## config.mk

```make
export PLATFORM = sky130hd
export DESIGN_NAME = utf8_to_utf32_stream_decoder_unit
export DESIGN_NICKNAME = d
export VERILOG_FILES = /design/src/design/u8d_pkg.sv /design/src/design/utf8_to_utf32_stream_decoder_unit.sv /design/src/design/u8d_in_stage.sv /design/src/design/u8d_core.sv
export SDC_FILE = /design/constraint.sdc
export NUM_CORES = 1
export LEC_CHECK = 0
export BUFFER_PORTS_ARGS = -buffer_cell sky130_fd_sc_hd__buf_2
export CELL_PAD_IN_SITES_DETAIL_PLACEMENT = 1
export CELL_PAD_IN_SITES_GLOBAL_PLACEMENT = 1
export CORE_AREA = 2 2 75 77
export DETAILED_ROUTE_END_ITERATION = 6
export DIE_AREA = 0 0 77 79
export PLACE_DENSITY = 0.85
export SETUP_SLACK_MARGIN = 0.4
export SLEW_MARGIN = 20
export SYNTH_ARGS = -nofsm -noshare
export SYNTH_HDL_FRONTEND = slang
export SYNTH_SLANG_ARGS = --single-unit
```

## constraint.sdc

```tcl
create_clock -name i_clk -period 10.3 [get_ports i_clk]
set_clock_uncertainty 0.2 [all_clocks]
set_input_delay 1.545 -clock i_clk [delete_from_list [all_inputs] [get_ports i_clk]]
set_output_delay 1.545 -clock i_clk [all_outputs]
set_load 0.02 [all_outputs]
```

## src/design/u8d_pkg.sv

```systemverilog
// shared types and constants for the utf-8 to utf-32 stream decoder
package u8d_pkg;

    localparam int unsigned BYTE_W  = 8;
    localparam int unsigned CP_W    = 21;
    localparam int unsigned CNT_W   = 3;
    localparam int unsigned LEFT_W  = 2;

    // lead byte sequence lengths
    localparam logic [CNT_W-1:0] LEN_1 = 3'd1;
    localparam logic [CNT_W-1:0] LEN_2 = 3'd2;
    localparam logic [CNT_W-1:0] LEN_3 = 3'd3;
    localparam logic [CNT_W-1:0] LEN_4 = 3'd4;

    // one accepted input byte
    typedef struct packed {
        logic [BYTE_W-1:0] in_byte;
        logic              end_of_text;
    } t_in_item;

    // one decoded result, valid only when emit is set
    typedef struct packed {
        logic              emit;
        logic [CP_W-1:0]   code_point;
        logic [CNT_W-1:0]  byte_count;
    } t_result;

endpackage

```

## src/design/utf8_to_utf32_stream_decoder_unit.sv

```systemverilog
// top level of the utf-8 to utf-32 stream decoder
// Usage:
// The input channel (i_in_valid / o_in_ready) carries one utf-8 byte per
// transfer plus an end-of-text flag marking the last byte of a string.
// The output channel (o_out_valid / i_out_ready) carries one decoded code
// point and the length of its sequence per transfer; bytes that do not
// complete a sequence, invalid bytes and zero values give no transfer.
// A byte passes an input register and the decode logic into the result
// register, which drives the outputs; a stall at the receiver can hold the
// byte in the input register before its result is registered.
// One byte is taken every cycle as long as the receiver keeps up; the
// sequence state register updated by the decode logic sets that rate.
// When the receiver stalls, the result register holds, the input register
// fills, and o_in_ready drops only when both are occupied.
// Synchronous reset clears both stage valids and the pending sequence.
module utf8_to_utf32_stream_decoder_unit (
    input  logic                        i_clk,
    input  logic                        i_rst_n,
    input  logic                        i_in_valid,
    output logic                        o_in_ready,
    input  logic [u8d_pkg::BYTE_W-1:0]  i_in_byte,
    input  logic                        i_end_of_text,
    output logic                        o_out_valid,
    input  logic                        i_out_ready,
    output logic [u8d_pkg::CP_W-1:0]    o_code_point,
    output logic [u8d_pkg::CNT_W-1:0]   o_byte_count
);

    u8d_pkg::t_in_item w_in_item;
    u8d_pkg::t_in_item w_stage_item;
    u8d_pkg::t_result  w_result;
    logic              w_stage_valid;
    logic              w_take;
    logic              r_out_valid;
    logic              n_out_valid;
    logic [u8d_pkg::CP_W-1:0]  r_code_point;
    logic [u8d_pkg::CNT_W-1:0] r_byte_count;
    logic              w_out_free;

    assign w_in_item.in_byte     = i_in_byte;
    assign w_in_item.end_of_text = i_end_of_text;

    // input register
    u8d_in_stage u_in_stage (
        .i_clk      (i_clk),
        .i_rst_n    (i_rst_n),
        .i_in_valid (i_in_valid),
        .o_in_ready (o_in_ready),
        .i_item     (w_in_item),
        .i_take     (w_take),
        .o_valid    (w_stage_valid),
        .o_item     (w_stage_item)
    );

    // byte moves on when the result register can take its result
    assign w_out_free = !r_out_valid || i_out_ready;
    assign w_take     = w_stage_valid && w_out_free;

    u8d_core u_core (
        .i_clk    (i_clk),
        .i_rst_n  (i_rst_n),
        .i_take   (w_take),
        .i_item   (w_stage_item),
        .o_result (w_result)
    );

    // result register
    always_comb begin
        n_out_valid = r_out_valid;
        if (w_out_free) begin
            n_out_valid = w_take && w_result.emit;
        end
    end

    always_ff @(posedge i_clk) begin
        if (!i_rst_n) begin
            r_out_valid <= 1'b0;
        end else begin
            r_out_valid <= n_out_valid;
        end
    end

    always_ff @(posedge i_clk) begin
        if (w_take && w_result.emit) begin
            r_code_point <= w_result.code_point;
            r_byte_count <= w_result.byte_count;
        end
    end

    assign o_out_valid  = r_out_valid;
    assign o_code_point = r_code_point;
    assign o_byte_count = r_byte_count;

endmodule

```

## src/design/u8d_in_stage.sv

```systemverilog
// input register stage holding one byte until the decoder takes it
module u8d_in_stage (
    input  logic              i_clk,
    input  logic              i_rst_n,
    input  logic              i_in_valid,
    output logic              o_in_ready,
    input  u8d_pkg::t_in_item i_item,
    input  logic              i_take,
    output logic              o_valid,
    output u8d_pkg::t_in_item o_item
);

    logic              r_valid;
    logic              n_valid;
    u8d_pkg::t_in_item r_item;
    logic              w_load;

    // stage is free when empty or being drained this cycle
    assign o_in_ready = !r_valid || i_take;
    assign w_load     = i_in_valid && o_in_ready;

    always_comb begin
        n_valid = r_valid;
        if (w_load) begin
            n_valid = 1'b1;
        end else if (i_take) begin
            n_valid = 1'b0;
        end
    end

    always_ff @(posedge i_clk) begin
        if (!i_rst_n) begin
            r_valid <= 1'b0;
        end else begin
            r_valid <= n_valid;
        end
    end

    // payload register
    always_ff @(posedge i_clk) begin
        if (w_load) begin
            r_item <= i_item;
        end
    end

    assign o_valid = r_valid;
    assign o_item  = r_item;

endmodule

```

## src/design/u8d_core.sv

```systemverilog
// sequence state and combinational byte decode
module u8d_core (
    input  logic              i_clk,
    input  logic              i_rst_n,
    input  logic              i_take,
    input  u8d_pkg::t_in_item i_item,
    output u8d_pkg::t_result  o_result
);

    logic [u8d_pkg::LEFT_W-1:0] r_bytes_left;
    logic [u8d_pkg::LEFT_W-1:0] n_bytes_left;
    logic [u8d_pkg::CP_W-1:0]   r_partial;
    logic [u8d_pkg::CP_W-1:0]   n_partial;
    logic [u8d_pkg::CNT_W-1:0]  r_seq_len;
    logic [u8d_pkg::CNT_W-1:0]  n_seq_len;
    logic [u8d_pkg::BYTE_W-1:0] w_b;
    logic                       w_is_cont;
    logic [u8d_pkg::CP_W-1:0]   w_shifted;
    logic [u8d_pkg::LEFT_W-1:0] w_left_dec;

    assign w_b        = i_item.in_byte;
    assign w_is_cont  = (w_b[7:6] == 2'b10);
    assign w_shifted  = {r_partial[u8d_pkg::CP_W-7:0], w_b[5:0]};
    assign w_left_dec = r_bytes_left - 2'd1;

    // next state and result for the byte in the input register
    always_comb begin
        n_bytes_left        = r_bytes_left;
        n_partial           = r_partial;
        n_seq_len           = r_seq_len;
        o_result.emit       = 1'b0;
        o_result.code_point = w_shifted;
        o_result.byte_count = r_seq_len;

        if ((r_bytes_left != '0) && w_is_cont) begin
            // continuation of a pending sequence
            n_bytes_left = w_left_dec;
            if (w_left_dec == '0) begin
                o_result.emit = (w_shifted != '0);
                n_partial     = '0;
                n_seq_len     = '0;
            end else begin
                n_partial = w_shifted;
            end
        end else begin
            // new lead, dropping any cut-short sequence
            n_bytes_left = '0;
            n_partial    = '0;
            n_seq_len    = '0;
            if (!w_b[7]) begin
                o_result.emit       = (w_b != '0);
                o_result.code_point = {{(u8d_pkg::CP_W-u8d_pkg::BYTE_W){1'b0}}, w_b};
                o_result.byte_count = u8d_pkg::LEN_1;
            end else if (w_b[7:5] == 3'b110) begin
                n_bytes_left = 2'd1;
                n_seq_len    = u8d_pkg::LEN_2;
                n_partial    = {{(u8d_pkg::CP_W-5){1'b0}}, w_b[4:0]};
            end else if (w_b[7:4] == 4'b1110) begin
                n_bytes_left = 2'd2;
                n_seq_len    = u8d_pkg::LEN_3;
                n_partial    = {{(u8d_pkg::CP_W-4){1'b0}}, w_b[3:0]};
            end else if (w_b[7:3] == 5'b11110) begin
                n_bytes_left = 2'd3;
                n_seq_len    = u8d_pkg::LEN_4;
                n_partial    = {{(u8d_pkg::CP_W-3){1'b0}}, w_b[2:0]};
            end
        end

        // end of text drops whatever is left pending
        if (i_item.end_of_text) begin
            n_bytes_left = '0;
            n_partial    = '0;
            n_seq_len    = '0;
        end
    end

    // state advances only when the byte is consumed
    always_ff @(posedge i_clk) begin
        if (!i_rst_n) begin
            r_bytes_left <= '0;
            r_partial    <= '0;
            r_seq_len    <= '0;
        end else if (i_take) begin
            r_bytes_left <= n_bytes_left;
            r_partial    <= n_partial;
            r_seq_len    <= n_seq_len;
        end
    end

endmodule
```

## Word level (Yosys, flattened, before mapping)

Cells that the tools add are included.

- Register bits: 55
- Logic and storage cells: 55

- $add $sub $neg: 1
- Reductions and logical operators: 14
- Multiplexer cells: 26
- Eq/ne operators: 5

Operators with widths:

| operator | number |
|---|---|
| 15-bit 2-to-1 mux | 5 |
| 25-bit 2-to-1 mux | 1 |
| 24-bit 2-to-1 mux | 1 |
| 3-bit 2-to-1 mux | 8 |
| 21-bit nonzero test | 1 |
| 2-bit 2-to-1 mux | 6 |
| 8-bit nonzero test | 1 |
| 5-bit equality test, second input constant | 1 |
| 4-bit equality test, second input constant | 1 |
| 1-bit logical AND | 4 |
| 1-bit 2-to-1 mux | 4 |
| 4-bit 2-to-1 mux | 1 |
| 2-bit nonzero test | 2 |
| 3-bit equality test, second input constant | 1 |
| 3-bit != test, second input constant | 1 |
| 2-bit equality test, second input constant | 1 |
| 1-bit zero test | 2 |
| 2-bit zero test | 1 |
| 1-bit logical OR | 2 |
| 2-bit AND reduction | 1 |
| 2-bit by 1-bit subtractor with 2-bit output, second input constant | 1 |

## Longest topological paths before layout

Gate-level depths: netlist of run 1.

- Depth after elaboration: 7
- Mapped depth: 6

## Hierarchy

From an unflattened synthesis of run 1, not the netlist that was laid out.

- Cell total of the unflattened synthesis: 172
- Area, all modules: 2212.1 µm²

By module, submodules not included:

| module | instances | area an instance (µm²) | cells an instance |
|---|---|---|---|
| u8d_core | 1 | 1089.8 | 128 |
| utf8_to_utf32_stream_decoder_unit | 1 | 794.5 | 30 |
| u8d_in_stage | 1 | 327.8 | 14 |

## Least setup slack after synthesis of run 1

No wires, ideal clock.

- Path kind: input -> register
- From: in i_out_ready
- To: reg r_byte_count, in the netlist o_byte_count[0], enable pin
- Path slack: 5.881 ns
- Data required time: 9.665 ns
- Data arrival time: 3.783 ns
- Buffers on the path: 1
- Library setup time: 0.435 ns
- Stages on the path: 4
- Path through: nand2b_1 > nand2_1 > clkbuf_1 > nor3_1

- Longest elaborated chain between the ends: 3

Ends and longest elaborated chain:

| item | line | RTL |
|---|---|---|
| start, declared | utf8_to_utf32_stream_decoder_unit.sv:24 | `input logic i_out_ready,` |
| 1-bit logical OR | utf8_to_utf32_stream_decoder_unit.sv:56 | `assign w_out_free = !r_out_valid \|\| i_out_ready;` |
| 1-bit logical AND | utf8_to_utf32_stream_decoder_unit.sv:57 | `assign w_take = w_stage_valid && w_out_free;` |
| 1-bit logical AND | utf8_to_utf32_stream_decoder_unit.sv:84 | `if (w_take && w_result.emit) begin` |
| end signal, assigned | utf8_to_utf32_stream_decoder_unit.sv:86 | `r_byte_count <= w_result.byte_count;` |
| end, declared | utf8_to_utf32_stream_decoder_unit.sv:37 | `logic [u8d_pkg::CNT_W-1:0] r_byte_count;` |

Every way passes these cells.
A chain may end at the register's enable or synchronous reset.

## Worst setup path in the final report of run 1

- From: in i_out_ready
- To: out o_in_ready

- Longest elaborated chain between the ends: 3

Ends and longest elaborated chain:

| item | line | RTL |
|---|---|---|
| 1-bit logical OR | utf8_to_utf32_stream_decoder_unit.sv:56 |  |
| 1-bit logical AND | utf8_to_utf32_stream_decoder_unit.sv:57 |  |
| 1-bit logical OR | u8d_in_stage.sv:19 | `assign o_in_ready = !r_valid \|\| i_take;` |
| end, declared | utf8_to_utf32_stream_decoder_unit.sv:20 | `output logic o_in_ready,` |

Every way passes these cells.

==> qor.txt, run 1 <==
outcome: finished clean
Residual DRC: 0
worst vdd ir: 0.0680 mV
clock latency on the worst-skew pair: 0.31 ns
DP HPWL: 2860 um
clock buffer depth: 2
layout cells sized above 1: 0.252
post-synth net total: 184
Final Slew Violations: 0
clk slew on worst S/H paths: 0.08 ns
Worst setup EP type: output pin
yosys warns: 0
IO Port Bufs: 38
global-route wire length before repair: 6850 um
Lkg Pwr: 0.874 nW
gr usage total: 0.144
antenna violations before repair: 0
Layout Nets: 224
Design Area, Final: 2540 um2
Synth cell types: 37
core area: 5340 um2
Die Y-Extent: 79 um
Die X: 77 um
drt first-iter violations: 70
register area: 1430 um2
# hold bufs at CTS: 0
Max-slew headroom: 0.543
Area after DPL: 2440 um2
# rows: 27
CTS sink cnt: 55
Layout Area Growth over Synthesis: 16.8%
io pins: 39
post-synthesis sequential area ratio: 0.659
min Tclk post-route: 4.08 ns
filler cell count: 608
gpl congestion: 0.760
GRT overflow: 0
synthesized area: 2170 um2
FMAX: 0.245 GHz
initial core utilization: 0.407
CTS Buf Count: 5
clk root buf: clkbuf_8
critical path class: input pin to output pin
syn_area_per_cell: 12.9 um2
worst min path class: flip-flop to flip-flop
crit path max fanout: 5
period utilization: 0.396
Vias/cell: 5.19
WP data required: 8.56 ns
post-synthesis async set-or-reset flop share: 0
PD cells: 152 nW/um2
postcts setup bufs: 0
worst-margin pin slew: 0.684 ns
drt wl/cell: 14.6 um
H-tree Lvls: 2
antenna cells: 0
Max Cap Viol: 0
die area: 6080 um2
ys flop type: edfxtp_1
RSZ-0062 raised after global routing: no
Total Wirelength: 4130 um
final core utilization: 0.475
# resized after CTS: 0
post-synthesis register bit count: 55
CTS tree: done
Worst Setup Start Kind: input pin
vias in the first global route: 1,356
TritonRoute pass-1 iters: 4
Arrival @ worst endpoint: 2.33 ns
setup TNS: 0 ns
Gate Count Post-Synth: 169
endpoints failing setup: 0
DR vias: 1,463
Multi-input gate area: 707 um2
largest net degree at the start of global routing: 25
Final Hold Viols: 0
post-route ant nets: 0
Post-synth EDFFs: 33
worst paths after layout:
path	from	cells after the start	slack [ns]	endpoint
setup / recovery	i_out_ready	4	6.22	o_in_ready
hold / removal	u_core.r_seq_len[0]	2	0.26	u_core.r_seq_len[0]
setup reg to reg	u_in_stage.o_item[8]	5	8.06	o_byte_count[0]
hold reg to reg	u_core.r_seq_len[0]	2	0.26	u_core.r_seq_len[0]
power by group:
| group | total, mW | leakage [nW] | switching (mW) | internal (mW) |
|---|---|---|---|---|
| sequential | 0.244 | 0.477 | 0.00563 | 0.239 |
| combinational | 0.0217 | 0.349 | 0.0140 | 0.00776 |
| clock | 0.121 | 0.0484 | 0.0657 | 0.0551 |
| total | 0.387 | 0.874 | 0.0853 | 0.301 |
placed cells by master (no fill, tap or decap), types with 4 or more instances in the layout:
master    synthesis  final
edfxtp_1         33     33
and2_1           17     17
buf_2             1     38
clkbuf_8          0      6
nor4_1            5      5
dfxtp_1          22     22
nand2_1          12     12
nor2b_1          16     16
nor2_1            5      5
a22oi_1          10     10
a21boi_1          4      4
stage by stage:
stage	instances	worst slack [ns]	hold slack (ns)	total power, mW
global route	282	6.15	0.305	0.402
global placement	274	6.27	0.237	0.270
finish	282	6.22	0.257	0.387
floorplan	169	5.88	0.226	0.262
CTS	282	6.20	0.261	0.390
detailed placement	274	6.20	0.251	0.271
critical path: stages:
cell     delay (ns)
buf_2          0.11
nor2b_1        0.39
nand2_1        0.12
buf_2          0.18
state kept, by name, indices dropped and copies added (netlist names):
signal / count
o_byte_count: 3
o_code_point: 21
o_out_valid: 1
u_core.r_bytes_left: 2
u_core.r_partial: 15
u_core.r_seq_len: 3
u_in_stage.o_item: 9
u_in_stage.o_valid: 1
metal layers:
metal | up-vias | global-route usage | part of all wire
met1 | 714 | 0.187 | 0.46
li1 | 703 | - | -
met5 | - | 0 | 0
met3 | 6 | 0.0341 | 0.050
met2 | 40 | 0.239 | 0.48
met4 | 0 | 0.0482 | 0.015
cell families (layout without fill, tap and decap cells):
kind of cell / Yosys count / in the layout / synth area share
AOI/OAI and AO/OA: 30 / 30 / 0.110
adders and majority gates: 2 / 2 / 0.0115
buffers and inverters: 10 / 51 / 0.0179
DFF: 55 / 55 / 0.659
muxes: 1 / 1 / 0.00461
and+or+nand+nor: 71 / 71 / 0.197
cells in the mapped netlist, types with 3 or more instances:
cell type  count  area share
a21boi_1       4       0.014
a22oi_1       10       0.035
a32o_1         3       0.014
and2_1        17       0.049
clkbuf_1       5      0.0086
dfxtp_1       22        0.20
edfxtp_1      33        0.46
inv_1          3      0.0052
nand2_1       12       0.021
nor2_1         5      0.0086
nor2b_1       16       0.046
nor4_1         5       0.014
o21ai_0        3      0.0069
area by class of cell:
cell class,count,area share
Inverter,4,0.00592
Clock inverter,1,0.00345
Sequential cell,55,0.564
Timing Repair Buffer,39,0.0779
Clock buffer,7,0.0340
Tap cell,72,0.0355
Multi-Input combinational cell,104,0.279
Power figures use the tool's default switching activity.
==> run 2, diff against run 1 <==
CORE_AREA = 2 2 78 80   (was 2 2 75 77)
DIE_AREA = 0 0 80 82   (was 0 0 77 79)
PLACE_DENSITY = 0.83   (was 0.85)
clock period = 3.6 ns   (was 10.3 ns; I/O delays follow)
==> run 2 against run 1 <==
Critical path depth up 2. Wire length rose by 9.2%. Cell count increased by 1.1%. Sequential power rose to 2.9 times the previous value. Via count shrank 0.68%. Worst hold slack got worse by 0.064 ns. Core utilization shrank 3.3 points. Clock power rose to 2.8 times the previous value. Setup slack got worse by 4.8 ns.
==> qor.txt, run 2 (same netlist as run 1, synthesis figures left out) <==
outcome: finished clean
layout cells sized above 1: 0.257 (+0.00476)
max FFs per register: 21 (unchanged)
vias in the first global route: 1,479 (+9.1%)
global-route wire length before repair: 7360 um (+7.5%)
clock share of power: 0.307 (-0.005)
endpoints failing setup: 0 (unchanged)
Total Wirelength: 4510 um (+9.2%)
worst min path class: input pin to flip-flop
min Tclk post-route: 2.22 ns
# resized after CTS: 0 (unchanged)
critical path class: flip-flop to flip-flop
clock buffer depth: 2 (unchanged)
Arrival @ worst endpoint: 2.27 ns (-0.06 ns)
Layout Nets: 224 (unchanged)
Residual DRC: 0 (unchanged)
Vias/cell: 5.10 (-1.7%)
gpl congestion: 0.746 (-1.9%)
Worst R2R Path Depth: 6 (+1)
initial core utilization: 0.378 (-0.0289)
most frequent cells in the layout: buf_2 (38), edfxtp_1 (33), dfxtp_1 (22)
Lkg Pwr: 0.874 nW (about the same)
met2 usage: 0.239 (-0.000307)
Layout Area Growth over Synthesis: 16.9% (about the same)
clk root buf: clkbuf_8
crit path launch: u_core.r_bytes_left[0]
switching share of power: 0.234 (+0.0132)
M3 GR Usage: 0.0363 (+0.00217)
RR Endpoint: u_core.r_partial[11]
Worst Setup Start Kind: flip-flop
drt wl/cell: 15.8 um (+8.0%)
most common cell after layout, fill and taps aside: buf_2
DR vias: 1,453 (-0.68%)
period utilization: 0.617
worst-margin pin slew: 0.704 ns (+0.0197 ns)
worst vdd ir: 0.231 mV (+240%)
TritonRoute pass-1 iters: 4 (unchanged)
global route hottest layer: met2
io pins: 39 (unchanged)
postcts setup bufs: 0 (unchanged)
Multi-input gate area: 713 um2 (+0.88%)
Seq pwr share: 0.635 (+0.004)
Die X: 80 um (+3.9%)
DP HPWL: 3240 um (+13%)
reg2reg start: u_core.r_bytes_left[0]
CTS tree: done
crit path max fanout: 10 (+5)
# hold bufs at CTS: 0 (unchanged)
Die Y-Extent: 82 um (+3.8%)
post-route ant nets: 0 (unchanged)
drt first-iter violations: 73 (+4.3%)
FMAX: 0.450 GHz
CTS sink cnt: 55 (unchanged)
WP data required: 3.65 ns (-4.91 ns)
PD cells: 433 nW/um2 (+180%)
largest net degree at the start of global routing: 25 (unchanged)
H-tree Lvls: 2 (unchanged)
Worst R2R Setup Slack: 1.38 ns (-6.68 ns)
clock latency on the worst-skew pair: 0.31 ns (about the same)
antenna violations before repair: 0 (unchanged)
GRT overflow: 0 (unchanged)
Worst setup EP type: flip-flop
filler cell count: 642 (+5.6%)
IO Port Bufs: 38 (unchanged)
met1 Use GR: 0.194 (+0.00771)
core area: 5750 um2 (+7.6%)
final core utilization: 0.442 (-0.0333)
Max-slew headroom: 0.530 (-0.0131)
Design Area, Final: 2540 um2 (about the same)
CTS Buf Count: 5 (unchanged)
register area: 1430 um2 (unchanged)
switching power total: 0.257 mW (+200%)
Area after DPL: 2450 um2 (+0.41%)
Internal Power: 0.842 mW (+180%)
setup TNS: 0 ns (unchanged)
Max Cap Viol: 0 (unchanged)
Final Slew Violations: 0 (unchanged)
Placement Setup Slack: 1.25 ns (-4.95 ns)
Tot Pwr: 1.10 mW (+180%)
die area: 6560 um2 (+7.8%)
RSZ-0062 raised after global routing: no
Final Hold Viols: 0 (unchanged)
clk slew on worst S/H paths: 0.10 ns (+0.02 ns)
antenna cells: 0 (unchanged)
gr usage total: 0.152 (+0.00802)
setup ws final: 1.38 ns (-4.85 ns)
Critical Path End: u_core.r_partial[11]
Gate power share: 0.058 (+0.002)
# rows: 28 (+3.7%)
[run 2: cell types whose count changed in the layout (fill, tap and decap cells not counted), sizes merged]
cell,delta
clkbuf,-2
inv,+1
clkinv,+1
[run 2: how the worst min path moves through the flow]
stage	startpoint	endpoint	slack, ns	cells after the start
after global placement	u_core.r_seq_len[0]	u_core.r_seq_len[0]	0.25	2
after CTS	i_in_byte[1]	u_in_stage.o_item[2]	0.19	1
after global routing	i_in_byte[1]	u_in_stage.o_item[2]	0.19	1
final	i_in_byte[6]	u_in_stage.o_item[7]	0.19	1
after floorplan	u_core.r_seq_len[0]	u_core.r_seq_len[0]	0.23	2
after detailed placement	u_core.r_bytes_left[1]	u_core.r_bytes_left[1]	0.26	2
[run 2: metal layers]
metal | vias up | part of all wire
li1 | 704 | -
met1 | 677 | 0.44
met2 | 58 | 0.46
met3 | 14 | 0.062
met4 | 0 | 0.031
met5 | - | 0
[run 2: critical path, stage by stage, from the launching register on]
cell and delay, ns:
dfxtp_1 0.40, inv_1 0.06, ha_1 0.27, or3_4 0.41, nor4_4 0.49, a22oi_1 0.16, nor2b_1 0.17
[run 2: power by group through the flow]
stage	clock (mW)	sequential, mW	combinational, mW
2_1_floorplan	0	0.718	0.0317
3_3_place_gp	0	0.712	0.0618
3_5_place_dp	0	0.714	0.0640
4_1_cts	0.347	0.699	0.0646
5_1_grt	0.369	0.702	0.0700
6_report	0.337	0.698	0.0636
[run 2: metrics by stage]
stage	instances	hold WS, ns
4_1_cts	285	0.189
5_1_grt	285	0.186
2_1_floorplan	169	0.226
3_3_place_gp	277	0.249
3_5_place_dp	277	0.258
6_report	285	0.193
[run 2: layout make-up]
cell class                      count  area share
Sequential cell                    55       0.564
Multi-Input combinational cell    104       0.281
Timing Repair Buffer               39      0.0779
Tap cell                           75      0.0370
Clock buffer                        5      0.0271
Clock inverter                      3     0.00739
Inverter                            4     0.00591
